## config.mk

```make
export PLATFORM = sky130hd
export DESIGN_NAME = bitmap_page_frame_allocator
export DESIGN_NICKNAME = d
export VERILOG_FILES = /design/src/bpfa_pkg.sv /design/src/bpfa_datapath.sv /design/src/bpfa_ctrl.sv /design/src/bitmap_page_frame_allocator.sv
export SDC_FILE = /design/constraint.sdc
export NUM_CORES = 2
export LEC_CHECK = 0
export BUFFER_PORTS_ARGS = -buffer_cell sky130_fd_sc_hd__buf_4
export CAP_MARGIN = 20
export CORE_ASPECT_RATIO = 1.4
export CORE_MARGIN = 5
export CORE_UTILIZATION = 50
export DETAILED_ROUTE_END_ITERATION = 6
export PLACE_DENSITY = 0.65
export SKIP_CTS_REPAIR_TIMING = 1
export SLEW_MARGIN = 20
export SYNTH_ARGS = -nofsm -noshare
export SYNTH_HDL_FRONTEND = slang
export SYNTH_SLANG_ARGS = --single-unit
```

## constraint.sdc

```tcl
create_clock -name clk -period 17 [get_ports clk]
set_input_delay 0.85 -clock clk [delete_from_list [all_inputs] [get_ports clk]]
set_output_delay 0.85 -clock clk [all_outputs]
set_load 0.005 [all_outputs]
```

## src/bpfa_pkg.sv

```systemverilog
// Shared constants, codes and controller/datapath interface types for the page frame allocator.
package bpfa_pkg;

    // Allocator geometry; PAGE_BYTES is a power of two
    localparam int NUM_FRAMES = 2048;
    localparam int PAGE_BYTES = 4096;
    localparam int WORDS      = (NUM_FRAMES + 31) / 32;
    localparam int WORD_AW    = (WORDS > 1) ? $clog2(WORDS) : 1;
    localparam int FRAME_W    = WORD_AW + 5;
    localparam int PAGE_SHIFT = $clog2(PAGE_BYTES);

    localparam logic [31:0] BASE_RESET   = 32'h0080_0000;
    localparam logic [31:0] ALL_USED     = 32'hffff_ffff;
    localparam logic [32:0] NUM_FRAMES_X = 33'(NUM_FRAMES);
    localparam logic [WORD_AW-1:0] LAST_WORD = WORD_AW'(WORDS - 1);

    // Bits beyond the last frame in the final word count as used
    localparam logic [31:0] LAST_PAD = (NUM_FRAMES % 32 == 0) ? 32'h0 :
        ~((32'h1 << (NUM_FRAMES % 32)) - 32'h1);

    typedef logic [1:0] status_t;

    localparam status_t ST_OK        = 2'd0;
    localparam status_t ST_NO_FREE   = 2'd1;
    localparam status_t ST_MISALIGN  = 2'd2;
    localparam status_t ST_OUT_RANGE = 2'd3;

    localparam logic OP_ALLOC = 1'b0;
    localparam logic OP_FREE  = 1'b1;

    // Commands from the controller to the datapath
    typedef struct packed {
        logic    load;        // capture request, reset scan pointer
        logic    rd_en;       // read one bitmap word
        logic    rd_free;     // read address comes from the freed frame
        logic    wr_alloc;    // write back word with the found bit set
        logic    wr_free;     // write back word with the frame bit cleared
        logic    emit;        // load the result registers
        status_t emit_status;
    } ctl_cmd_t;

    // Status from the datapath to the controller
    typedef struct packed {
        logic op;
        logic data_vld;
        logic has_free;
        logic chk_last;
        logic misaligned;
        logic out_range;
    } dp_stat_t;

endpackage

```

## src/bpfa_datapath.sv

```systemverilog
// Bitmap memory, request registers, word search and result registers.
module bpfa_datapath
(
    input  logic                clk,
    input  logic                rst_n,
    input  logic                cfg_we,
    input  logic [31:0]         cfg_data,
    input  logic                req_opcode,
    input  logic [31:0]         req_page_address,
    input  bpfa_pkg::ctl_cmd_t  cmd,
    output bpfa_pkg::dp_stat_t  stat,
    output logic [31:0]         result_address,
    output logic [1:0]          status
);
    import bpfa_pkg::*;

    logic [31:0]        mem [WORDS];
    logic [WORDS-1:0]   valid_reg;
    logic [31:0]        base_reg;
    logic               op_reg;
    logic [31:0]        offset_reg;
    logic [WORD_AW-1:0] scan_addr_reg;
    logic [WORD_AW-1:0] scan_addr_next;
    logic [WORD_AW-1:0] chk_addr_reg;
    logic [31:0]        rdata_reg;
    logic               word_vld_reg;
    logic               data_vld_reg;
    logic [31:0]        result_address_reg;
    status_t            status_reg;

    logic [WORD_AW-1:0] rd_addr;
    logic [FRAME_W-1:0] free_frame;
    logic [31:0]        word_eff;
    logic [31:0]        masked;
    logic [4:0]         free_bit;
    logic [FRAME_W-1:0] alloc_frame;
    logic [31:0]        alloc_addr;
    logic [31:0]        wdata;
    logic               wr_en;

    // Frame named by a free request
    assign free_frame = FRAME_W'(offset_reg >> PAGE_SHIFT);

    assign rd_addr        = cmd.rd_free ? free_frame[FRAME_W-1:5] : scan_addr_reg;
    assign scan_addr_next = scan_addr_reg + WORD_AW'(1);

    // Unwritten words read as all free
    assign word_eff = word_vld_reg ? rdata_reg : 32'h0;
    assign masked   = (chk_addr_reg == LAST_WORD) ? (word_eff | LAST_PAD) : word_eff;

    // Find the lowest free bit of the checked word
    always_comb
    begin
        free_bit = 5'd0;
        for (int i = 31; i >= 0; i--)
        begin
            if (!masked[i])
            begin
                free_bit = 5'(i);
            end
        end
    end

    assign alloc_frame = {chk_addr_reg, free_bit};
    assign alloc_addr  = base_reg + (32'(alloc_frame) << PAGE_SHIFT);

    assign wr_en = cmd.wr_alloc | cmd.wr_free;
    assign wdata = cmd.wr_alloc ? (word_eff | (32'h1 << free_bit))
                                : (word_eff & ~(32'h1 << free_frame[4:0]));

    // Status to the controller
    always_comb
    begin
        stat.op         = op_reg;
        stat.data_vld   = data_vld_reg;
        stat.has_free   = (masked != ALL_USED);
        stat.chk_last   = (chk_addr_reg == LAST_WORD);
        stat.misaligned = (offset_reg[PAGE_SHIFT-1:0] != '0);
        stat.out_range  = ({1'b0, offset_reg >> PAGE_SHIFT} >= NUM_FRAMES_X);
    end

    // Hold base register, valid bits and read-data flag
    always_ff @(posedge clk or negedge rst_n)
    begin
        if (!rst_n)
        begin
            base_reg     <= BASE_RESET;
            valid_reg    <= '0;
            data_vld_reg <= 1'b0;
        end
        else
        begin
            if (cfg_we)
            begin
                base_reg <= cfg_data;
            end
            if (wr_en)
            begin
                valid_reg[chk_addr_reg] <= 1'b1;
            end
            data_vld_reg <= cmd.rd_en;
        end
    end

    // Capture request, advance scan pointer, read bitmap word
    always_ff @(posedge clk)
    begin
        if (cmd.load)
        begin
            op_reg        <= req_opcode;
            offset_reg    <= req_page_address - base_reg;
            scan_addr_reg <= '0;
        end
        else if (cmd.rd_en && !cmd.rd_free)
        begin
            scan_addr_reg <= scan_addr_next;
        end
        if (cmd.rd_en)
        begin
            rdata_reg    <= mem[rd_addr];
            word_vld_reg <= valid_reg[rd_addr];
            chk_addr_reg <= rd_addr;
        end
    end

    // Write back updated bitmap word
    always_ff @(posedge clk)
    begin
        if (wr_en)
        begin
            mem[chk_addr_reg] <= wdata;
        end
    end

    // Load result registers
    always_ff @(posedge clk)
    begin
        if (cmd.emit)
        begin
            result_address_reg <= cmd.wr_alloc ? alloc_addr : 32'h0;
            status_reg         <= cmd.emit_status;
        end
    end

    assign result_address = result_address_reg;
    assign status         = status_reg;

endmodule

```

## src/bpfa_ctrl.sv

```systemverilog
// Request sequencer: scan for allocation, read-modify-write for free, result strobe.
module bpfa_ctrl
(
    input  logic                clk,
    input  logic                rst_n,
    input  logic                start,
    output logic                busy,
    output logic                idle,
    output logic                done,
    input  bpfa_pkg::dp_stat_t  stat,
    output bpfa_pkg::ctl_cmd_t  cmd
);
    import bpfa_pkg::*;

    localparam logic [1:0] S_IDLE     = 2'd0;
    localparam logic [1:0] S_SCAN     = 2'd1;
    localparam logic [1:0] S_FREE_CHK = 2'd2;
    localparam logic [1:0] S_FREE_WR  = 2'd3;

    logic [1:0] state_reg;
    logic [1:0] state_next;
    logic       done_reg;

    assign busy = (state_reg != S_IDLE);
    assign idle = (state_reg == S_IDLE);
    assign done = done_reg;

    // Next state and datapath commands
    always_comb
    begin
        state_next      = state_reg;
        cmd             = '0;
        cmd.emit_status = ST_OK;
        case (state_reg)
            S_IDLE:
            begin
                if (start)
                begin
                    cmd.load = 1'b1;
                    state_next = S_SCAN;
                end
            end
            S_SCAN:
            begin
                if (stat.op == OP_FREE)
                begin
                    state_next = S_FREE_CHK;
                end
                else
                begin
                    cmd.rd_en = 1'b1;
                    if (stat.data_vld && stat.has_free)
                    begin
                        cmd.wr_alloc = 1'b1;
                        cmd.emit     = 1'b1;
                        state_next   = S_IDLE;
                    end
                    else if (stat.data_vld && stat.chk_last)
                    begin
                        cmd.emit        = 1'b1;
                        cmd.emit_status = ST_NO_FREE;
                        state_next      = S_IDLE;
                    end
                end
            end
            S_FREE_CHK:
            begin
                if (stat.misaligned)
                begin
                    cmd.emit        = 1'b1;
                    cmd.emit_status = ST_MISALIGN;
                    state_next      = S_IDLE;
                end
                else if (stat.out_range)
                begin
                    cmd.emit        = 1'b1;
                    cmd.emit_status = ST_OUT_RANGE;
                    state_next      = S_IDLE;
                end
                else
                begin
                    cmd.rd_en   = 1'b1;
                    cmd.rd_free = 1'b1;
                    state_next  = S_FREE_WR;
                end
            end
            S_FREE_WR:
            begin
                cmd.rd_free = 1'b1;
                cmd.wr_free = 1'b1;
                cmd.emit    = 1'b1;
                state_next  = S_IDLE;
            end
            default:
            begin
                state_next = S_IDLE;
            end
        endcase
    end

    // Advance state, register the result strobe
    always_ff @(posedge clk or negedge rst_n)
    begin
        if (!rst_n)
        begin
            state_reg <= S_IDLE;
            done_reg  <= 1'b0;
        end
        else
        begin
            state_reg <= state_next;
            done_reg  <= cmd.emit;
        end
    end

endmodule

```

## src/bitmap_page_frame_allocator.sv

```systemverilog
// Top level of the bitmap page frame allocator.
//
//   channel   transfer when              ports
//   -------   ------------------------   ----------------------------------
//   request   start && !busy             opcode, page_address
//   result    done (one cycle strobe)    result_address, status
//   config    cfg_valid && cfg_ready     base_address
//
// Allocate: the request is taken, then the scan reads one bitmap word per cycle
// from the single read port; each word is registered before it is checked, and
// the scan stops at the first word with a free frame or after the last word.
// Free: dispatch, check with word read, write back, result strobe; a rejected
// address skips the word read and write back.
// Reset clears the bitmap at once through per-word valid bits; no sweep.
// done is high for one cycle only; the receiver cannot stall it.
module bitmap_page_frame_allocator
(
    input  logic        clk,
    input  logic        rst_n,
    input  logic        start,
    output logic        busy,
    input  logic        opcode,
    input  logic [31:0] page_address,
    output logic        done,
    output logic [31:0] result_address,
    output logic [1:0]  status,
    input  logic        cfg_valid,
    output logic        cfg_ready,
    input  logic [31:0] base_address
);
    import bpfa_pkg::*;

    ctl_cmd_t cmd;
    dp_stat_t stat;
    logic     idle;

    // Accept configuration only between requests, never beside a request transfer
    assign cfg_ready = idle & ~start;

    bpfa_ctrl u_ctrl
    (
        .clk   (clk),
        .rst_n (rst_n),
        .start (start),
        .busy  (busy),
        .idle  (idle),
        .done  (done),
        .stat  (stat),
        .cmd   (cmd)
    );

    bpfa_datapath u_datapath
    (
        .clk              (clk),
        .rst_n            (rst_n),
        .cfg_we           (cfg_valid & cfg_ready),
        .cfg_data         (base_address),
        .req_opcode       (opcode),
        .req_page_address (page_address),
        .cmd              (cmd),
        .stat             (stat),
        .result_address   (result_address),
        .status           (status)
    );

endmodule

```

# == Yosys cells after proc, flatten, opt, wreduce, memory -nomap -nowiden ==
# Memories as Yosys holds them, arrays and structs flattened. A register that Yosys moved wholly into a read port is not among the register bits.
# Index checks and enable logic that the tools add are counted.
# Widths: inputs -> output; s select.
# classes
add_sub_neg,3
n_lt_le_gt_ge,4
eq_ne,7
shifts,2
muxes,65
n_bitwise,8
reduce_logical,9
# op_table
operator,count
$mux 5,32
$mux 32,2
$or 64x64->64,1
$shl 1x5->32 const A,2
$add 32x23->32,1
$and 32x32->32,1
$ne 32x32->1 const B,1
$not 32->32,1
$or 32x32->32,1
$sub 32x32->32,1
$ge 20x12->1 const B,1
$lt 6x7->1 const B,2
$mux 2,7
$mux 1,12
$mux 3,4
$reduce_bool 12->1,1
$pmux 2 s4,1
$add 6x1->6 const B,1
$bmux 1 s6,1
$demux 1 s6,1
$eq 6x6->1 const B,1
$ge 6x1->1 const B,1
$mux 6,1
$eq 2x2->1 const B,2
14 further kinds,19
# totals
regBits,180
ramBits,2048
input_bits,69
output_inout_bits,37
word_cells,111
mem_count,1
# mem_list
memory,depth,width,read_ports,rd_clocked_by_memory_dff,write_ports,line,text
u_datapath.mem,64,32,1,1,1,bpfa_datapath.sv:17,logic [31:0] mem [WORDS];

# == Depth between registers and ports, before layout ==
# depth
word_depth,36
depth_mapped,17
mapped_depth_nobuf,17

# == Hierarchy ==
# From an unflattened synthesis, not the netlist that was laid out.
# hier_totals
hier_cells,7374
hier_area_um2,92556.3
# by_module_without_submodules
module,n_inst,cells_per_inst,area_per_inst_um2,seq_area_each_um2
bpfa_datapath,1,7338,92224.7,67230.7
bpfa_ctrl,1,34,316.6,75.1
bitmap_page_frame_allocator,1,2,15.0,0.0

# == Worst setup path after synthesis ==
# OpenSTA, ideal clock, no wires.
# synth_timing
path_kind,flip-flop to flip-flop
start,register u_datapath.word_vld_reg
end,"memory u_datapath.mem[0][16], data pin"
setup_ns,0.702
t_arrival_ns,4.816
required_ns,16.298
setup_slack_ns,11.483
path_stages_with_launch,9
n_path_buf,1
period_less_slack_ns,5.517
cell_sequence,edfxtp_1 -> clkbuf_1 -> nand3_1 -> nor4_1 -> nand2_1 -> nor3_1 -> o21ai_0 -> or2_2 -> o21ai_0
# synth_via
elab_chain_len,36
word_cells_on_any_way,42
classes_between,1 x eq/ne; 1 x shift; 37 x mux; 2 x bitwise; 1 x reduce/logical
# synth_lines
item,line,text
start: declaration,bpfa_datapath.sv:26,logic word_vld_reg;
start signal: assignment,bpfa_datapath.sv:121,word_vld_reg <= valid_reg[rd_addr];
$mux 32 *,bpfa_datapath.sv:48,assign word_eff = word_vld_reg ? rdata_reg : 32'h0;
$mux 5 (32 in a row),bpfa_datapath.sv:57,if (!masked[i])
$shl 1x5->32,bpfa_datapath.sv:68,assign wdata = cmd.wr_alloc ? (word_eff | (32'h1 << free_bit))
$or 32x32->32,bpfa_datapath.sv:68,
$mux 32 *,bpfa_datapath.sv:68,
named net u_datapath.wdata[16],bpfa_datapath.sv:38,logic [31:0] wdata;
end: declaration,bpfa_datapath.sv:17,
# The timed path passes the listed nets; every way through them passes the cells marked *.

# == Worst setup path in the final report ==
# layout_timing
start,register u_datapath.offset_reg[1]
end,"register u_datapath.rdata_reg[7] (read register of u_datapath.mem), data pin"
# layout_via
elab_chain_len,4
word_cells_on_any_way,5
classes_between,4 x mux; 1 x reduce/logical
# layout_lines
item,line,text
start: declaration,bpfa_datapath.sv:21,logic [31:0] offset_reg;
start signal: assignment,bpfa_datapath.sv:111,offset_reg <= req_page_address - base_reg;
$reduce_bool 12->1 *,bpfa_datapath.sv:78,stat.misaligned = (offset_reg[PAGE_SHIFT-1:0] != '0);
$mux 2 *,bpfa_ctrl.sv:68,if (stat.misaligned)
$pmux 1 s2,bpfa_ctrl.sv:34,case (state_reg)
$mux 6,bpfa_datapath.sv:44,assign rd_addr = cmd.rd_free ? free_frame[FRAME_W-1:5] : scan_addr_reg;
end: declaration,bpfa_datapath.sv:25,logic [31:0] rdata_reg;
# Every way passes the cells marked *; elsewhere a longest branch is shown, timed or not.
# A chain may end at the register's enable or synchronous reset.

==> impl_results.md <==
* Status: complete, but fails checks
* Failing checks: design-rule violations
* Post-Layout Cell Count at 9612
* WL per Instance at 27.4 um
* H-Tree Depth at 4
* DR vias at approximately 60000
* Multi-input gate area at approximately 23000 um^2
* Min Tclk post-route at just over 7000 ps
* Synth Register Bits at between 2000 and 2500
* Critical path required time at approximately 18000 ps
* Grt total ovfl at 0
* Io pins at about 110
* LEAKAGE at between 30 and 40 nW
* Worst-case vdd ir drop at ~0.00012 V
* Critical-path maximum fanout at between 100 and 150
* RR Endpoint: u_datapath.rdata_reg[7]
* Final Skew at just over 40 ps
* Hpwl dp at 141000 um
* Post-synth EDFFs at roughly 2200
* First-pass DRT Iterations at 7
* Synth top area cells: edfxtp_1 71%, nand2_1 7.8%, nand3_1 4.2%
* Design Area, Final at 102000 um^2
* Vias in the first global route at roughly 57000
* Synth area leader: edfxtp_1
* Reg2Reg Setup Slack at approximately 9800 ps
* Area Overhead vs Synth at 11.8%
* Initial DRC Count at around 7200
* Clock latency on the worst-skew pair at 850 ps
* Dpl cell area at 96000 um^2
* Slew margin rel. at between 20 and 25%
* First-pass GRT wire length at between 300000 and 400000 um
* Worst-margin pin slew at 1160 ps
* CP Launch Type: flip-flop
* Setup-failing EPs final at 0
* Die Span Y at ~520 um
* CTS tree: built
* Final nets at roughly 7000
* Setup_tns at 0 ps
* Sequential cell area at between 60000 and 70000 um^2
* Antenna viol nets, final at 0
* GR Util All Layers at about 27%
* CP dominant cell by count: buf_4
* Crit Path Category: reg -> reg
* Synthesized area at ~92000 um^2
* Count leader, synth: edfxtp_1
* R2R depth at 14
* Max-cap viol count at 0
* CP Cell Sequence: or4_1 > or4b_4 > o21ai_4 > mux2i_4 > inv_8 > buf_4 > buf_4 > buf_4 > mux2i_1 > mux2i_1 > a32o_1 > a221oi_1 > o22ai_1 > a221o_1
* Type of the worst min-delay path: in -> async
* Pin count of the biggest net entering global routing at ~170
* F_max at approximately 0.14 GHz
* Power Density at roughly 160 nW/um^2
* Worst path max stage delay at between 800 and 900 ps
* Num rows at 185
* Asr flop ratio synth at between 4 and 5%
* RD Place Congestion at about 0.89
* Area of the core at roughly 180000 um^2
* Commonest cells in the netlist: 2154 x edfxtp_1, 1914 x nand2_1, 762 x nand3_1
* Num CTS Buffers at 199
* Syn_area_per_cell at ~13 um^2
* Number of flip-flops in the largest register at 2048
* Avg Vias per Cell at slightly above 6
* Initial Util at between 50% and 60%
* Clock-pin slew on the worst setup and hold paths at 60 ps
* DIE AREA at ~190000 um^2
* Clock Tree Root: clkbuf_16
* DR DRC count at 3
* Sequential element share of the synthesized area at ~74%
* Critical Path End Type: flip-flop
* Initial antenna violation count at 12
* CP max stage cell: a221oi_1
* Fillers at 14400
* Clk sinks at around 2300
* Synth Warn # at 0
* Slew Limit Fails at 0
* Critical R2R Launch: u_datapath.offset_reg[1]
* Die width at 372 um
* Layout cell share with drive strength beyond 1 at roughly 11%
* Final Hold Fails at 0
* RSZ-0062 raised after global routing: no
* Data arrival, critical path at 7760 ps
* Top_reg_cell synth: edfxtp_1
* Post-Syn Instances at around 6900
* DRT Wirelength at roughly 260000 um
* Synth Net Count at 7053
* Area share of the leading cell type in the synthesized netlist at between 70% and 80%
* Synth cell types at between 60 and 70
* Clock buffer depth at 3
* Placed cells at slightly above 9000
* Number of port buffers at approximately 110
* Period utilisation layout at 42.1%
-- routing by layer --
| metal | up-vias | GRT usage (%) | share of wire, % |
|---|---|---|---|
| met5 | - | 0 | 0.019 |
| met4 | 8 | 15.3 | 6.4 |
| met3 | 599 | 4.01 | 8.4 |
| met2 | 2908 | 45.0 | 48 |
| met1 | 29600 | 34.1 | 37 |
| li1 | 25700 | - | - |
-- layout make-up --
class | instances | area share (%)
Sequential cell | 2260 | 65.7
Multi-Input combinational cell | 4199 | 22.6
Clock buffer | 264 | 5.25
Tap cell | 2431 | 2.97
Timing Repair Buffer | 279 | 2.22
Clock inverter | 108 | 0.926
Inverter | 58 | 0.227
Antenna cell | 13 | 0.0318
-- worst max path at each step --
stage	startpoint	end	slack, ps	depth (start not counted)
final	u_datapath.offset_reg[1]	u_datapath.rdata_reg[7]	9840	14
after global routing	u_datapath.offset_reg[1]	u_datapath.rdata_reg[7]	9640	14
after CTS	u_datapath.offset_reg[1]	u_datapath.rdata_reg[7]	9750	14
after detailed placement	u_datapath.offset_reg[1]	u_datapath.rdata_reg[7]	9740	14
after global placement	u_datapath.offset_reg[1]	u_datapath.rdata_reg[8]	9600	14
after floorplan	u_datapath.word_vld_reg	u_datapath.mem[0][16]	11480	8
-- power by group --
part / switching, mW / internal [mW] / total [mW]
registers: 0.183 / 6.85 / 7.03
clock network: 1.99 / 2.41 / 4.41
logic: 3.71 / 1.53 / 5.24
total: 5.88 / 10.8 / 16.7
-- metrics by stage --
stage	setup WS [ps]	utilization, %	hold WS (ps)	power [mW]
2_1_floorplan	11480	-	439	10.3
3_3_place_gp	9600	52.8	451	12.2
3_5_place_dp	9740	52.8	453	12.3
4_1_cts	9750	56.3	22.0	16.7
5_1_grt	9640	56.3	83.4	17.3
6_report	9840	56.3	45.5	16.7
-- cells in the final DEF (no fill, tap or decap), types with 66 or more instances in the layout --
cell type / count
a31oi_1: 205
mux2i_1: 202
a32o_1: 68
and3_1: 208
edfxtp_1: 2154
or2_2: 72
a32oi_1: 66
buf_4: 264
clkbuf_16: 202
nor2_1: 82
nand2_1: 1914
dfrtp_1: 99
nor2_4: 68
nand3_1: 762
-- cell families after synthesis --
family	Yosys count	synth area share [%]
and+or+nand+nor	3205	15.2
DFF	2260	73.5
buffers and inverters	478	2.10
AOI/OAI and AO/OA	664	5.39
xor gates and xnor gates	44	0.421
muxes	237	2.64
adders and majority gates	49	0.673
-- worst max-delay path, delay by kind of cell (launching register included) --
kind	cells	cell delay, ps
and+or+nand+nor	2	1130
muxes	3	510
buffers and inverters	4	2680
DFF	1	360
AOI/OAI and AO/OA	5	2120
Note: power is estimated with default switching activity, not from simulation.
